<file path="src/bsdo_pkg.sv">
// shared types and constants for the bounded drop-oldest stack
package bsdo_pkg;

	localparam int DEPTH_DEF = 16;
	localparam int DATA_W    = 8;

	typedef enum logic [1:0] {
		REQ_PUSH  = 2'd0,
		REQ_POP   = 2'd1,
		REQ_FORCE = 2'd2,
		REQ_NONE  = 2'd3
	} req_t;

	typedef enum logic [1:0] {
		ST_OK      = 2'd0,
		ST_FULL    = 2'd1,
		ST_EMPTY   = 2'd2,
		ST_DROPPED = 2'd3
	} status_t;

	typedef struct packed {
		logic    pop_ok;
		status_t status;
		logic    is_empty;
		logic    is_full;
	} res_t;

endpackage

</file>
<file path="src/bounded_stack_drop_oldest.sv">
// top level of the bounded byte stack that drops its oldest element
//
// a request (req_type, push_value) transfers at a rising edge with start high
// and busy low. busy stays low: the ring pointers let every request finish
// its single store access in the cycle it is taken, so one request can be
// sent every cycle.
// each request gives exactly one result, in the cycle after its transfer: done
// is high for one cycle with pop_value, status, is_empty and is_full. the
// receiver cannot stall, so results must be taken in that cycle.
// push writes the next free slot, pop reads the top slot through the
// registered store read port, force push on a full stack overwrites the bottom
// slot and moves the bottom pointer. push on full and pop on empty leave the
// stack unchanged and report their status; code 3 does nothing.
// pop_value is zero unless the request was a successful pop.
// reset (arst_n low) empties the stack at once; the store itself is not
// cleared and needs no clearing pass.
module bounded_stack_drop_oldest #(
	parameter int DEPTH = bsdo_pkg::DEPTH_DEF
) (
	input  logic                        clk,
	input  logic                        arst_n,
	input  logic                        start,
	output logic                        busy,
	input  logic [1:0]                  req_type,
	input  logic [bsdo_pkg::DATA_W-1:0] push_value,
	output logic                        done,
	output logic [bsdo_pkg::DATA_W-1:0] pop_value,
	output logic [1:0]                  status,
	output logic                        is_empty,
	output logic                        is_full
);

	localparam int AW = (DEPTH > 1) ? $clog2(DEPTH) : 1;

	logic                        accept;
	logic                        wr_en;
	logic [AW-1:0]               wr_addr;
	logic [bsdo_pkg::DATA_W-1:0] wr_data;
	logic                        rd_en;
	logic [AW-1:0]               rd_addr;
	logic [bsdo_pkg::DATA_W-1:0] rd_data;
	logic                        done_s1;
	bsdo_pkg::res_t              res_s1;

	assign busy   = 1'b0;
	assign accept = start && !busy;

	bsdo_ctrl #(
		.DEPTH (DEPTH),
		.AW    (AW)
	) u_ctrl (
		.clk        (clk),
		.arst_n     (arst_n),
		.accept     (accept),
		.req_type   (req_type),
		.push_value (push_value),
		.wr_en      (wr_en),
		.wr_addr    (wr_addr),
		.wr_data    (wr_data),
		.rd_en      (rd_en),
		.rd_addr    (rd_addr),
		.done_s1    (done_s1),
		.res_s1     (res_s1)
	);

	bsdo_mem #(
		.DEPTH (DEPTH),
		.AW    (AW)
	) u_mem (
		.clk     (clk),
		.wr_en   (wr_en),
		.wr_addr (wr_addr),
		.wr_data (wr_data),
		.rd_en   (rd_en),
		.rd_addr (rd_addr),
		.rd_data (rd_data)
	);

	assign done      = done_s1;
	assign pop_value = res_s1.pop_ok ? rd_data : '0;
	assign status    = res_s1.status;
	assign is_empty  = res_s1.is_empty;
	assign is_full   = res_s1.is_full;

endmodule

</file>
<file path="src/bsdo_mem.sv">
// element store: one write port, one registered read port
module bsdo_mem #(
	parameter int DEPTH = bsdo_pkg::DEPTH_DEF,
	parameter int AW    = (DEPTH > 1) ? $clog2(DEPTH) : 1
) (
	input  logic                      clk,
	input  logic                      wr_en,
	input  logic [AW-1:0]             wr_addr,
	input  logic [bsdo_pkg::DATA_W-1:0] wr_data,
	input  logic                      rd_en,
	input  logic [AW-1:0]             rd_addr,
	output logic [bsdo_pkg::DATA_W-1:0] rd_data
);

	logic [bsdo_pkg::DATA_W-1:0] mem [DEPTH];
	logic [bsdo_pkg::DATA_W-1:0] rd_data_q;

	always_ff @(posedge clk) begin
		if (wr_en) begin
			mem[wr_addr] <= wr_data;
		end
	end

	always_ff @(posedge clk) begin
		if (rd_en) begin
			rd_data_q <= mem[rd_addr];
		end
	end

	assign rd_data = rd_data_q;

endmodule

</file>
<file path="src/bsdo_ctrl.sv">
// ring pointers, element count and per-request status for the stack
module bsdo_ctrl #(
	parameter int DEPTH = bsdo_pkg::DEPTH_DEF,
	parameter int AW    = (DEPTH > 1) ? $clog2(DEPTH) : 1,
	parameter int CW    = $clog2(DEPTH + 1)
) (
	input  logic                        clk,
	input  logic                        arst_n,
	input  logic                        accept,
	input  logic [1:0]                  req_type,
	input  logic [bsdo_pkg::DATA_W-1:0] push_value,
	output logic                        wr_en,
	output logic [AW-1:0]               wr_addr,
	output logic [bsdo_pkg::DATA_W-1:0] wr_data,
	output logic                        rd_en,
	output logic [AW-1:0]               rd_addr,
	output logic                        done_s1,
	output bsdo_pkg::res_t              res_s1
);

	localparam logic [AW-1:0] LAST_SLOT = AW'(DEPTH - 1);
	localparam logic [CW-1:0] FULL_CNT  = CW'(DEPTH);

	logic [AW-1:0]  bottom_q;
	logic [AW-1:0]  top_q;
	logic [CW-1:0]  count_q;
	logic [AW-1:0]  bottom_nxt;
	logic [AW-1:0]  top_nxt;
	logic [CW-1:0]  count_nxt;
	logic [AW-1:0]  top_inc;
	logic [AW-1:0]  top_dec;
	logic [AW-1:0]  bottom_inc;
	logic           full;
	logic           empty;
	bsdo_pkg::req_t req;
	bsdo_pkg::res_t res;

	assign req        = bsdo_pkg::req_t'(req_type);
	assign full       = (count_q == FULL_CNT);
	assign empty      = (count_q == '0);
	assign top_inc    = (top_q == LAST_SLOT) ? '0 : top_q + AW'(1);
	assign top_dec    = (top_q == '0) ? LAST_SLOT : top_q - AW'(1);
	assign bottom_inc = (bottom_q == LAST_SLOT) ? '0 : bottom_q + AW'(1);

	// top_q is the next free slot; on a full stack it equals the bottom slot
	always_comb begin
		bottom_nxt   = bottom_q;
		top_nxt      = top_q;
		count_nxt    = count_q;
		wr_en        = 1'b0;
		rd_en        = 1'b0;
		wr_addr      = top_q;
		wr_data      = push_value;
		rd_addr      = top_dec;
		res.pop_ok   = 1'b0;
		res.status   = bsdo_pkg::ST_OK;
		case (req)
			bsdo_pkg::REQ_PUSH: begin
				if (full) begin
					res.status = bsdo_pkg::ST_FULL;
				end else begin
					wr_en     = accept;
					top_nxt   = top_inc;
					count_nxt = count_q + CW'(1);
				end
			end
			bsdo_pkg::REQ_POP: begin
				if (empty) begin
					res.status = bsdo_pkg::ST_EMPTY;
				end else begin
					rd_en      = accept;
					res.pop_ok = 1'b1;
					top_nxt    = top_dec;
					count_nxt  = count_q - CW'(1);
				end
			end
			bsdo_pkg::REQ_FORCE: begin
				wr_en   = accept;
				top_nxt = top_inc;
				if (full) begin
					res.status = bsdo_pkg::ST_DROPPED;
					bottom_nxt = bottom_inc;
				end else begin
					count_nxt = count_q + CW'(1);
				end
			end
			default: begin
			end
		endcase
		res.is_empty = (count_nxt == '0);
		res.is_full  = (count_nxt == FULL_CNT);
	end

	always_ff @(posedge clk or negedge arst_n) begin
		if (!arst_n) begin
			bottom_q <= '0;
			top_q    <= '0;
			count_q  <= '0;
			done_s1  <= 1'b0;
		end else begin
			done_s1 <= accept;
			if (accept) begin
				bottom_q <= bottom_nxt;
				top_q    <= top_nxt;
				count_q  <= count_nxt;
			end
		end
	end

	always_ff @(posedge clk) begin
		if (accept) begin
			res_s1 <= res;
		end
	end

	// next free slot (top_q) stays bottom + count around the ring
	logic [AW:0] ring_sum;
	logic [AW:0] ring_top;
	assign ring_sum = {1'b0, bottom_q} + (AW+1)'(count_q);
	assign ring_top = (ring_sum >= (AW+1)'(DEPTH)) ? ring_sum - (AW+1)'(DEPTH) : ring_sum;

	a_count_bound: assert property (@(posedge clk) disable iff (!arst_n)
		count_q <= FULL_CNT)
		else $error("count beyond depth");

	a_ring_consistent: assert property (@(posedge clk) disable iff (!arst_n)
		ring_top == {1'b0, top_q})
		else $error("top pointer out of step with bottom and count");

	a_one_port: assert property (@(posedge clk) disable iff (!arst_n)
		!(wr_en && rd_en))
		else $error("read and write in the same request");

	a_push_grows: assert property (@(posedge clk) disable iff (!arst_n)
		accept && req == bsdo_pkg::REQ_PUSH && !full |=> count_q == $past(count_q) + CW'(1))
		else $error("push did not grow the stack");

	a_drop_keeps_full: assert property (@(posedge clk) disable iff (!arst_n)
		accept && req == bsdo_pkg::REQ_FORCE && full |=> full && bottom_q != $past(bottom_q))
		else $error("force push on full did not advance bottom");

endmodule
</file>
<file path="config.mk">
export PLATFORM = sky130hd
export DESIGN_NAME = bounded_stack_drop_oldest
export DESIGN_NICKNAME = d
export VERILOG_FILES = /design/src/bsdo_pkg.sv /design/src/bounded_stack_drop_oldest.sv /design/src/bsdo_mem.sv /design/src/bsdo_ctrl.sv
export SDC_FILE = /design/constraint.sdc
export NUM_CORES = 1
export LEC_CHECK = 0
export BUFFER_PORTS_ARGS = -buffer_cell sky130_fd_sc_hd__buf_2
export CAP_MARGIN = 40
export CORE_MARGIN = 1
export CORE_UTILIZATION = 40
export DETAILED_ROUTE_END_ITERATION = 8
export HOLD_SLACK_MARGIN = 0.02
export PLACE_DENSITY = 0.61
export SLEW_MARGIN = 20
export SYNTH_ARGS = -nofsm -noshare
export SYNTH_HDL_FRONTEND = slang
export SYNTH_SLANG_ARGS = --single-unit
</file>
<file path="constraint.sdc">
create_clock -name clk -period 3.5 [get_ports clk]
set_clock_uncertainty 0.15 [all_clocks]
set_input_delay 0.525 -clock clk [delete_from_list [all_inputs] [get_ports clk]]
set_output_delay 0.525 -clock clk [all_outputs]
set_load 0.02 [all_outputs]
</file>
==> flow_metrics.tcl, run 1 <==
set metrics [dict create \
    grt_pass1_wl_um 19500 \
    cts_resized 0 \
    p_clk_share_pct 30.7 \
    wl_per_cell_um 19.3 \
    grt_max_degree 33 \
    layout.nets 432 \
    worst-setup-path-type "register to register" \
    drt_pass1_iterations 5 \
    holdPathStages 1 \
    rsz0062_at_grt "false" \
    synth_cells 381 \
    worstPathRequired_ns 3.52 \
    hold_buffers 1 \
    clkSlewWorstSetupHoldPaths_ns 0.06 \
    critPathMaxFanout 32 \
    hold_end "u_ctrl.done_s1" \
    grt_overflow_total 0 \
    drt-total-wl_um 12300 \
    rr_endpoint "u_mem.rd_data[7]" \
    initialDrtViolationCount 258 \
    grt_use_total_pct 16.4 \
    clk_latency_ns 0.42 \
    holdCritStartpoint "start" \
    hpwl_um 8040 \
    diodes 0 \
    leakage_nw 2.54 \
    async_reset_ff_share_pct 6.62 \
    ys.flop_type "edfxtp_1" \
    vias 3427 \
    hold_class "primary input to register" \
    design.core.area_mm2 0.0154 \
    grt_pass1_vias 3487 \
    syn_area_mm2 0.00642 \
    timing.rr.start "u_ctrl.wr_addr[0]" \
    ios 27 \
    h-tree-depth 4 \
    slew_headroom_pct 54.8 \
    p_per_area_mw_per_mm2 856 \
    endpoint_kind "register" \
    ant_nets 0 \
    switching_share_pct 30.7 \
    clock.fmax_mhz 355 \
    synth_edf_count 141 \
    combPwrFrac_pct 32.6 \
    finalSetupViolCount 0 \
    antenna_found_initial 0 \
    numCtsBuffers 17 \
    period_needed_ns 2.81 \
    tns_ns 0 \
    ys_seq_elements 151 \
    postCtsSetupBuffers 0 \
    yosysSeqAreaShare_pct 69.8 \
    drive_gt1_share_pct 23.5 \
    reg2regPathDepth 7 \
    hold_viol_final 0 \
    intPower_w 0.00442 \
    pwr-share-seq_pct 36.8 \
    die_w_um 129 \
    maxSlewViolCount 0 \
    die_h_um 129 \
    clock_sinks 151 \
    portBuffers 25 \
    postLayoutCoreUtil_pct 48.3 \
    syn-num-nets 401 \
    irDropWorstVdd_uv 421 \
    gp_congestion 0.843 \
    yosysWarnings 0 \
    cp.arrival_ns 2.83 \
    drc 0 \
    cts_tree "yes" \
    status "finished, final reports clean" \
    rows 45 \
    cts_max_path_buffers 2 \
    reg2reg_slack_ns 0.69 \
    vias_per_cell 5.39 \
    cap_violations 0 \
    synth.distinct_cells 53 \
    start_util_pct 41.6 \
    root_buffer "clkbuf_16" \
    worst_slew_pin_slew_ns 0.669 \
    synth.avg_cell_area_um2 16.9 \
    areaGrowthSynthToFinish_pct 15.9 \
    die-area_mm2 0.0166 \
    final.period_utilization_pct 80.4 \
    cp-start-kind "register" \
    p_switching_w 0.00196 \
]
==> critical path, cell delays in order, from the launching register on <==
cell and delay, ns:
dfrtp_1 0.46, inv_1 0.16, ha_1 0.31, a21oi_4 0.17
buf_12 0.27, mux4_1 0.59, a222oi_1 0.35, nand2_1 0.08
==> metal layers <==
| layer | track usage, % | wire length [um] |
|---|---|---|
| met3 | 4.99 | 529 |
| met2 | 27.8 | 6360 |
| met4 | 6.44 | 227 |
| met1 | 19.8 | 5170 |
| met5 | 0 | 0 |
==> cell usage after synthesis (3+ instances only) <==
| cell | number | area share (%) |
|---|---|---|
| a21oi_1 | 6 | 0.47 |
| dfrtp_1 | 10 | 3.9 |
| o31ai_1 | 3 | 0.35 |
| nand2_1 | 25 | 1.5 |
| ha_1 | 7 | 1.4 |
| inv_1 | 6 | 0.35 |
| buf_4 | 5 | 0.58 |
| o22ai_1 | 3 | 0.29 |
| nand3_1 | 3 | 0.23 |
| mux2i_1 | 4 | 0.62 |
| mux4_2 | 31 | 11 |
| nor2_1 | 19 | 1.1 |
| nand2b_1 | 6 | 0.58 |
| o21ai_0 | 14 | 1.1 |
| clkbuf_1 | 16 | 0.93 |
| nor3_1 | 5 | 0.39 |
| a222oi_1 | 8 | 1.2 |
| and2_1 | 16 | 1.6 |
| nor2b_1 | 7 | 0.68 |
| edfxtp_1 | 141 | 66 |
| and3_1 | 6 | 0.58 |
| xnor2_1 | 3 | 0.41 |
| o21a_1 | 3 | 0.35 |
==> cell families after synthesis <==
logic type / Yosys count / synth area share [%]
simple gates: 97 / 7.85
buf+inv: 30 / 2.18
compound gates: 55 / 6.25
xor+xnor: 3 / 0.409
fa+ha+maj: 7 / 1.36
mux: 37 / 12.1
flops: 151 / 69.8
other cells: 1 / 0.0584
==> power by group through the flow <==
stage	Combinational [W]	Sequential (W)	Clock, W
2_1_floorplan	0.00162	0.00228	0
3_3_place_gp	0.00205	0.00237	0
3_5_place_dp	0.00210	0.00238	0
4_1_cts	0.00211	0.00234	0.00198
5_1_grt	0.00228	0.00237	0.00205
6_report	0.00208	0.00235	0.00195
==> area by class of cell <==
class / instances / area (um^2)
Tap cell: 211 / 264
Sequential cell: 151 / 4480
Multi-Input combinational cell: 200 / 1810
Fill cell: 1339 / 7980
Timing Repair Buffer: 36 / 235
Clock buffer: 17 / 425
Inverter: 6 / 22.5
Clock inverter: 15 / 209
==> state kept, by name, indices dropped and copies added, names as in the netlist <==
name            cells
u_mem.mem         128
u_mem.rd_data       8
u_ctrl.count_q      5
u_ctrl.res_s1       5
u_ctrl.done_s1      1
u_ctrl.wr_addr      4
==> how the worst max path moves through the flow <==
stage                      startpoint                to  cells past startpoint
detailed placement  u_ctrl.wr_addr[0]  u_mem.rd_data[7]                      7
global placement    u_ctrl.wr_addr[0]  u_mem.rd_data[7]                      7
finish              u_ctrl.wr_addr[0]  u_mem.rd_data[7]                      7
global route        u_ctrl.wr_addr[0]  u_mem.rd_data[7]                      7
CTS                 u_ctrl.wr_addr[0]  u_mem.rd_data[7]                      7
floorplan           u_ctrl.count_q[0]   u_mem.mem[8][0]                      8
==> placed cells by master (no fill, tap or decap), types with 2 or more instances in the layout <==
cell type / netlist / layout
a22oi_1: 2 / 2
nor3_1: 5 / 5
inv_1: 6 / 6
or2_2: 2 / 2
mux2i_1: 4 / 4
o21a_1: 3 / 3
and2_1: 16 / 16
buf_12: 0 / 2
and3_1: 6 / 6
clkinv_4: 0 / 3
buf_2: 1 / 25
o31ai_1: 3 / 3
clkinv_1: 0 / 4
ha_1: 7 / 7
a21oi_1: 6 / 6
bufinv_16: 0 / 5
nor2b_1: 7 / 7
nor2_1: 19 / 19
dfrtp_1: 10 / 10
nand2b_1: 6 / 6
o21ai_0: 14 / 14
nand2_1: 25 / 25
a22o_1: 2 / 2
buf_4: 5 / 7
mux4_2: 31 / 31
clkbuf_16: 0 / 17
edfxtp_1: 141 / 141
a32o_1: 2 / 2
a222oi_1: 8 / 8
nand3_1: 3 / 3
o22ai_1: 3 / 3
xnor2_1: 3 / 3
clkinv_2: 0 / 2
==> metrics by stage <==
step / setup WS (ns) / power, W / cells / hold slack [ns] / cell area, um^2
6_report: 0.686 / 0.00638 / 636 / 0.237 / 7450
5_1_grt: 0.464 / 0.00670 / 636 / 0.231 / 7450
4_1_cts: 0.692 / 0.00643 / 635 / 0.223 / 7440
3_5_place_dp: 0.711 / 0.00447 / 602 / 0.259 / 6800
3_3_place_gp: 0.769 / 0.00442 / 602 / 0.252 / 6800
2_1_floorplan: 0.746 / 0.00390 / 381 / 0.0794 / 6420
Note: power is estimated with default switching activity, not from simulation.
==> run 2, diff against run 1 <==
==> constraint.sdc (replaced) <==
create_clock -name clk -period 2.8 [get_ports clk]
set_clock_uncertainty 0.15 [all_clocks]
set_input_delay 0.42 -clock clk [delete_from_list [all_inputs] [get_ports clk]]
set_output_delay 0.42 -clock clk [all_outputs]
set_load 0.02 [all_outputs]
==> run 2 against run 1 <==
Net effect: via count increased by 0.35%; largest power group unchanged; worst hold slack got worse by 0.037 ns; wire length is 0.95% higher; sequential power rose by 21%; total power grew 21%; die area stayed put; count of clock-buffer cells in the layout is the same; largest cell class unchanged; worst setup slack worse by 0.48 ns.
==> flow_metrics.tcl, run 2 (synthesized netlist as in run 1, its figures left out) <==
set metrics [dict create \
    drt_pass1_iterations 5 \
    start_util_pct 41.6 \
    worst_slew_pin_slew_ns 0.537 \
    die_w_um 129 \
    vias_per_cell 5.32 \
    hold_class "primary input to register" \
    hold_buffers 1 \
    cp.arrival_ns 2.61 \
    wl_per_cell_um 19.2 \
    cap_violations 0 \
    die-area_mm2 0.0166 \
    path_cells "inv_1, ha_1, a21oi_4, buf_12, mux4_1, a222oi_1, nand2_1" \
    ios 27 \
    top_register "u_mem.mem" \
    reg2regPathDepth 7 \
    maxSlewViolCount 0 \
    clock.fmax_mhz 386 \
    p_per_area_mw_per_mm2 1040 \
    rsz0062_at_grt "false" \
    grt_pass1_vias 3527 \
    final.period_utilization_pct 92.6 \
    postCtsSetupBuffers 0 \
    slowest_stage "mux4_1" \
    final_common_cell "edfxtp_1" \
    vias 3439 \
    leakage_nw 2.55 \
    drt-total-wl_um 12400 \
    clock_sinks 151 \
    holdPathStages 2 \
    endpoint_kind "register" \
    rows 45 \
    portBuffers 25 \
    worstPathRequired_ns 2.82 \
    initialDrtViolationCount 330 \
    diodes 0 \
    final_cell_mix "edfxtp_1, mux4_2, nand2_1, buf_2, nor2_1" \
    gp_congestion 0.889 \
    tns_ns 0 \
    grt_max_degree 33 \
    cts_resized 0 \
    dp.cells 613 \
    critPathMaxFanout 32 \
    h-tree-depth 4 \
    clkSlewWorstSetupHoldPaths_ns 0.06 \
    period_needed_ns 2.59 \
    areaGrowthSynthToFinish_pct 15.8 \
    layout.nets 442 \
    grt_pass1_wl_um 19600 \
    design.core.area_mm2 0.0154 \
    largest_reg_flops 128 \
    irDropWorstVdd_uv 514 \
    cts_max_path_buffers 2 \
    cts_tree "yes" \
    grt_overflow_total 0 \
    finalSetupViolCount 0 \
    worst-setup-path-type "register to register" \
    root_buffer "clkbuf_16" \
    hpwl_um 8170 \
    hold_viol_final 0 \
    ant_nets 0 \
    status "finished, final reports clean" \
    slew_headroom_pct 64.1 \
    antenna_found_initial 0 \
    cp-start-kind "register" \
    final-instance-count-excl-fill 646 \
    die_h_um 129 \
    numCtsBuffers 17 \
    grt_use_total_pct 16.6 \
    drive_gt1_share_pct 25.7 \
    drc 0 \
    clk_latency_ns 0.42 \
    cpPeakStageDelay_ns 0.59 \
]
run 2: cell count changes in the layout (fill, tap and decap cells not counted):
| cell | delta |
|---|---|
| inv_6 | +3 |
| inv_8 | +1 |
| clkinv_1 | -2 |
| buf_4 | +11 |
| clkinv_4 | -2 |
| bufinv_16 | -4 |
| clkbuf_4 | -1 |
| clkinvlp_4 | +2 |
| clkinv_2 | +2 |
run 2: area by class of cell:
cell class	count	area [um^2]
Clock buffer	17	425
Multi-Input combinational cell	200	1810
Sequential cell	151	4480
Inverter	6	22.5
Tap cell	211	264
Clock inverter	15	126
Timing Repair Buffer	46	310
Fill cell	1307	7990
run 2: path summary, 6_finish.rpt:
kind                            slack (ns)                end               from
worst max register to register        0.21   u_mem.rd_data[7]  u_ctrl.wr_addr[1]
worst max-delay path                  0.21   u_mem.rd_data[7]  u_ctrl.wr_addr[1]
worst min-delay path                  0.20     u_ctrl.done_s1              start
worst min register to register        0.46  u_ctrl.count_q[0]  u_ctrl.count_q[0]
max in group asynchronous             2.06  u_ctrl.wr_addr[0]             arst_n
min in group asynchronous             0.24  u_ctrl.count_q[3]             arst_n
run 2: power breakdown:
group / internal (W) / total (W) / switching (W)
registers: 0.00273 / 0.00284 / 0.000112
clock network: 0.00122 / 0.00214 / 0.000917
logic: 0.00130 / 0.00277 / 0.00146
total: 0.00525 / 0.00774 / 0.00249
run 2: layer usage:
| layer | part of all wire [%] | track usage, % |
|---|---|---|
| met4 | 1.0 | 5.54 |
| met1 | 43 | 20.5 |
| met2 | 52 | 27.9 |
| met5 | 0 | 0 |
| met3 | 4.4 | 4.91 |
run 2: through the flow:
| stage | power (W) | instance area (um^2) | hold WS [ns] | utilization, % | setup WS (ns) |
|---|---|---|---|---|---|
| 6_report | 0.00774 | 7440 | 0.200 | 48.2 | 0.206 |
| 3_3_place_gp | 0.00565 | 6880 | 0.152 | 44.6 | 0.276 |
| 2_1_floorplan | 0.00488 | 6420 | -0.0256 | - | 0.0460 |
| 3_5_place_dp | 0.00569 | 6880 | 0.151 | 44.6 | 0.190 |
| 4_1_cts | 0.00784 | 7440 | 0.184 | 48.2 | 0.183 |
| 5_1_grt | 0.00816 | 7440 | 0.199 | 48.2 | 0.0176 |
run 2: worst max-delay path: cells and delay by family (launching register included):
family | cells | cell delay, ns
fa+ha+maj | 1 | 0.26
compound gates | 2 | 0.53
flops | 1 | 0.34
simple gates | 1 | 0.09
mux | 1 | 0.59
buf+inv | 2 | 0.36
==> run 3, diff against run 2 <==
--- a/config.mk
+++ b/config.mk
@@ -5,6 +5,7 @@
 export SDC_FILE = /design/constraint.sdc
 export NUM_CORES = 1
 export LEC_CHECK = 0
+export ABC_AREA = 1
 export BUFFER_PORTS_ARGS = -buffer_cell sky130_fd_sc_hd__buf_2
 export CAP_MARGIN = 40
 export CORE_MARGIN = 1
@@ -12,7 +13,7 @@
 export DETAILED_ROUTE_END_ITERATION = 8
 export HOLD_SLACK_MARGIN = 0.02
 export PLACE_DENSITY = 0.61
-export SLEW_MARGIN = 20
+export SLEW_MARGIN = 25
 export SYNTH_ARGS = -nofsm -noshare
 export SYNTH_HDL_FRONTEND = slang
 export SYNTH_SLANG_ARGS = --single-unit
==> run 3 against run 2 <==
Net effect: sequential power grew 1%; first-iteration DRC count grew 62%; highest routed layer unchanged; total power grew 9.5%.
==> flow_metrics.tcl, run 3 <==
set metrics [dict create \
    status "finished, final reports clean" \
    initialDrtViolationCount 534 \
    die_w_um 134 \
    p_switching_w 0.00348 \
    hold_class "primary input to register" \
    cts_tree "yes" \
    drc 0 \
    design_area_mm2 0.00786 \
    slew_headroom_pct 48.5 \
    synth_cells 674 \
    top_register "u_mem.mem" \
    worst-setup-path-type "register to register" \
    areaGrowthSynthToFinish_pct 13.6 \
    yosysTopAreaCellShare_pct 61.2 \
    grt_use_total_pct 20.1 \
    root_buffer "clkbuf_16" \
    combPwrFrac_pct 40.9 \
    die_h_um 134 \
    gp_congestion 0.928 \
    final_common_cell "nand2_1" \
    ys_seq_elements 151 \
    die-area_mm2 0.0178 \
    cp-start-kind "register" \
    vias_per_cell 5.28 \
    final_cell_mix "nand2_1, edfxtp_1, nand3_1" \
    use_met1_pct 27.2 \
    finalSetupViolCount 0 \
    seq_area_mm2 0.00449 \
    clk_latency_ns 0.43 \
    grt_max_degree 71 \
    cap_violations 0 \
    synth.avg_cell_area_um2 10.3 \
    holdWs_ns 0.127 \
    p_per_area_mw_per_mm2 1080 \
    ys_top_cells_by_count "nand2_1, edfxtp_1, nand3_1, inv_1, nor2_1" \
    worst_slew_pin_slew_ns 0.772 \
    clkSlewWorstSetupHoldPaths_ns 0.06 \
    antenna_found_initial 0 \
    intPower_w 0.00500 \
    postCtsSetupBuffers 0 \
    hpwl_um 11000 \
    rsz0062_at_grt "false" \
    ios 27 \
    clock.fmax_mhz 395 \
    ant_nets 0 \
    switching_share_pct 41.0 \
    n_fill_cell 1558 \
    async_reset_ff_share_pct 6.62 \
    multi_input_area_mm2 0.00200 \
    numCtsBuffers 17 \
    cp.arrival_ns 2.52 \
    drt-total-wl_um 16500 \
    clock_sinks 151 \
    drt_pass1_iterations 5 \
    leakage_nw 3.28 \
    drive_gt1_share_pct 12.8 \
    hold_viol_final 0 \
    grt_busiest_layer "met2" \
    largest_reg_flops 128 \
    grt_pass1_wl_um 26600 \
    yosys.area.top_type "edfxtp_1" \
    diodes 0 \
    syn_area_mm2 0.00692 \
    pwr-share-seq_pct 33.9 \
    worstPathRequired_ns 2.78 \
    grt_pass1_vias 4770 \
    synth.distinct_cells 32 \
    maxSlewViolCount 0 \
    ys.flop_type "edfxtp_1" \
    start_util_pct 41.3 \
    layout.nets 728 \
    h-tree-depth 4 \
    globalRouteMet3Util_pct 4.83 \
    place_area_mm2 0.00730 \
    grt_util_met2_pct 31.6 \
    synth_edf_count 141 \
    tns_ns 0 \
    period_needed_ns 2.53 \
    portBuffers 25 \
    vias 4960 \
    endpoint_kind "register" \
    syn-num-nets 694 \
    p_clk_share_pct 25.2 \
    design.core.area_mm2 0.0168 \
    yosysWarnings 0 \
    yosys.cell_count.top_type "nand2_1" \
    critPathMaxFanout 8 \
    irDropWorstVdd_uv 550 \
    cts_max_path_buffers 2 \
    cts_resized 0 \
    wl_per_cell_um 17.5 \
    final.period_utilization_pct 90.5 \
    rows 47 \
    yosysSeqAreaShare_pct 64.8 \
    synth.area.top_cells "edfxtp_1, nand2_1, nand3_1, dfrtp_1, inv_1" \
    grt_overflow_total 0 \
]
run 3: cell types whose count changed after synthesis, sizes merged, moves of 7 or more:
cell    previous run  this run
a222oi             8         0
and2              16         0
buf                8        28
clkbuf            16         9
inv                6        56
mux4              32         0
nand2             25       221
nand3              3       134
nand3b             0         8
nor2b              7         0
run 3: per-layer routing:
layer  share of wire [%]  wire [um]
met1                  45       7370
met2                  46       7610
met3                 7.3       1210
met4                 1.9        307
met5                   0          0
run 3: per-stage QoR:
step	setup WS [ns]	total power (W)	cells	utilization, %
finish	0.266	0.00848	940	46.9
global route	0.0987	0.00905	940	46.9
CTS	0.274	0.00850	940	46.9
detailed placement	0.293	0.00636	908	43.5
global placement	0.345	0.00635	908	43.5
floorplan	0.430	0.00551	674	-
run 3: layout make-up:
type	count	share of cell area, %
Sequential cell	151	57.1
Clock inverter	13	1.56
Clock buffer	18	5.46
Timing Repair Buffer	52	4.20
Multi-Input combinational cell	429	25.5
Tap cell	220	3.50
Inverter	57	2.72
run 3: kinds of logic after synthesis:
kind of cell	Yosys count	share of synthesized area [%]
compound gates	20	1.79
xor+xnor	4	0.506
fa+ha+maj	7	1.27
buf+inv	94	6.26
flops	151	64.8
other cells	1	0.0542
simple gates	397	25.3
run 3: worst max-delay path, cell delays in order (launching register included):
cell and delay, ns:
dfrtp_1 0.46, inv_1 0.17, ha_1 0.33, nand3_2 0.17, inv_1 0.10, nand2_1 0.06, nand3_1 0.09, inv_1 0.13
nand2_1 0.18, nor2_1 0.20, buf_4 0.21
run 3: worst paths after layout:
path | startpoint | to | slack (ns) | cells past startpoint
max reg2reg | u_ctrl.count_q[0] | u_mem.mem[1][5] | 0.27 | 10
min | start | u_ctrl.done_s1 | 0.13 | 1
max | u_ctrl.count_q[0] | u_mem.mem[1][5] | 0.27 | 10
max in group asynchronous | arst_n | u_ctrl.wr_addr[0] | 2.04 | 2
min reg2reg | u_ctrl.count_q[4] | u_ctrl.count_q[4] | 0.47 | 2
min in group asynchronous | arst_n | u_ctrl.count_q[2] | 0.24 | 2
run 3: timing repair:
action / 4_1_cts / 5_1_grt
hold endpoints to repair: 10 / 0
setup endpoints to repair: 0 / 0
hold buffers: 1 / 0
run 3: power by group through the flow:
stage / combinational, W / clock (W) / sequential [W]
floorplan: 0.00264 / 0 / 0.00286
global route: 0.00389 / 0.00226 / 0.00290
global placement: 0.00344 / 0 / 0.00291
detailed placement: 0.00344 / 0 / 0.00292
finish: 0.00346 / 0.00214 / 0.00288
CTS: 0.00346 / 0.00217 / 0.00287
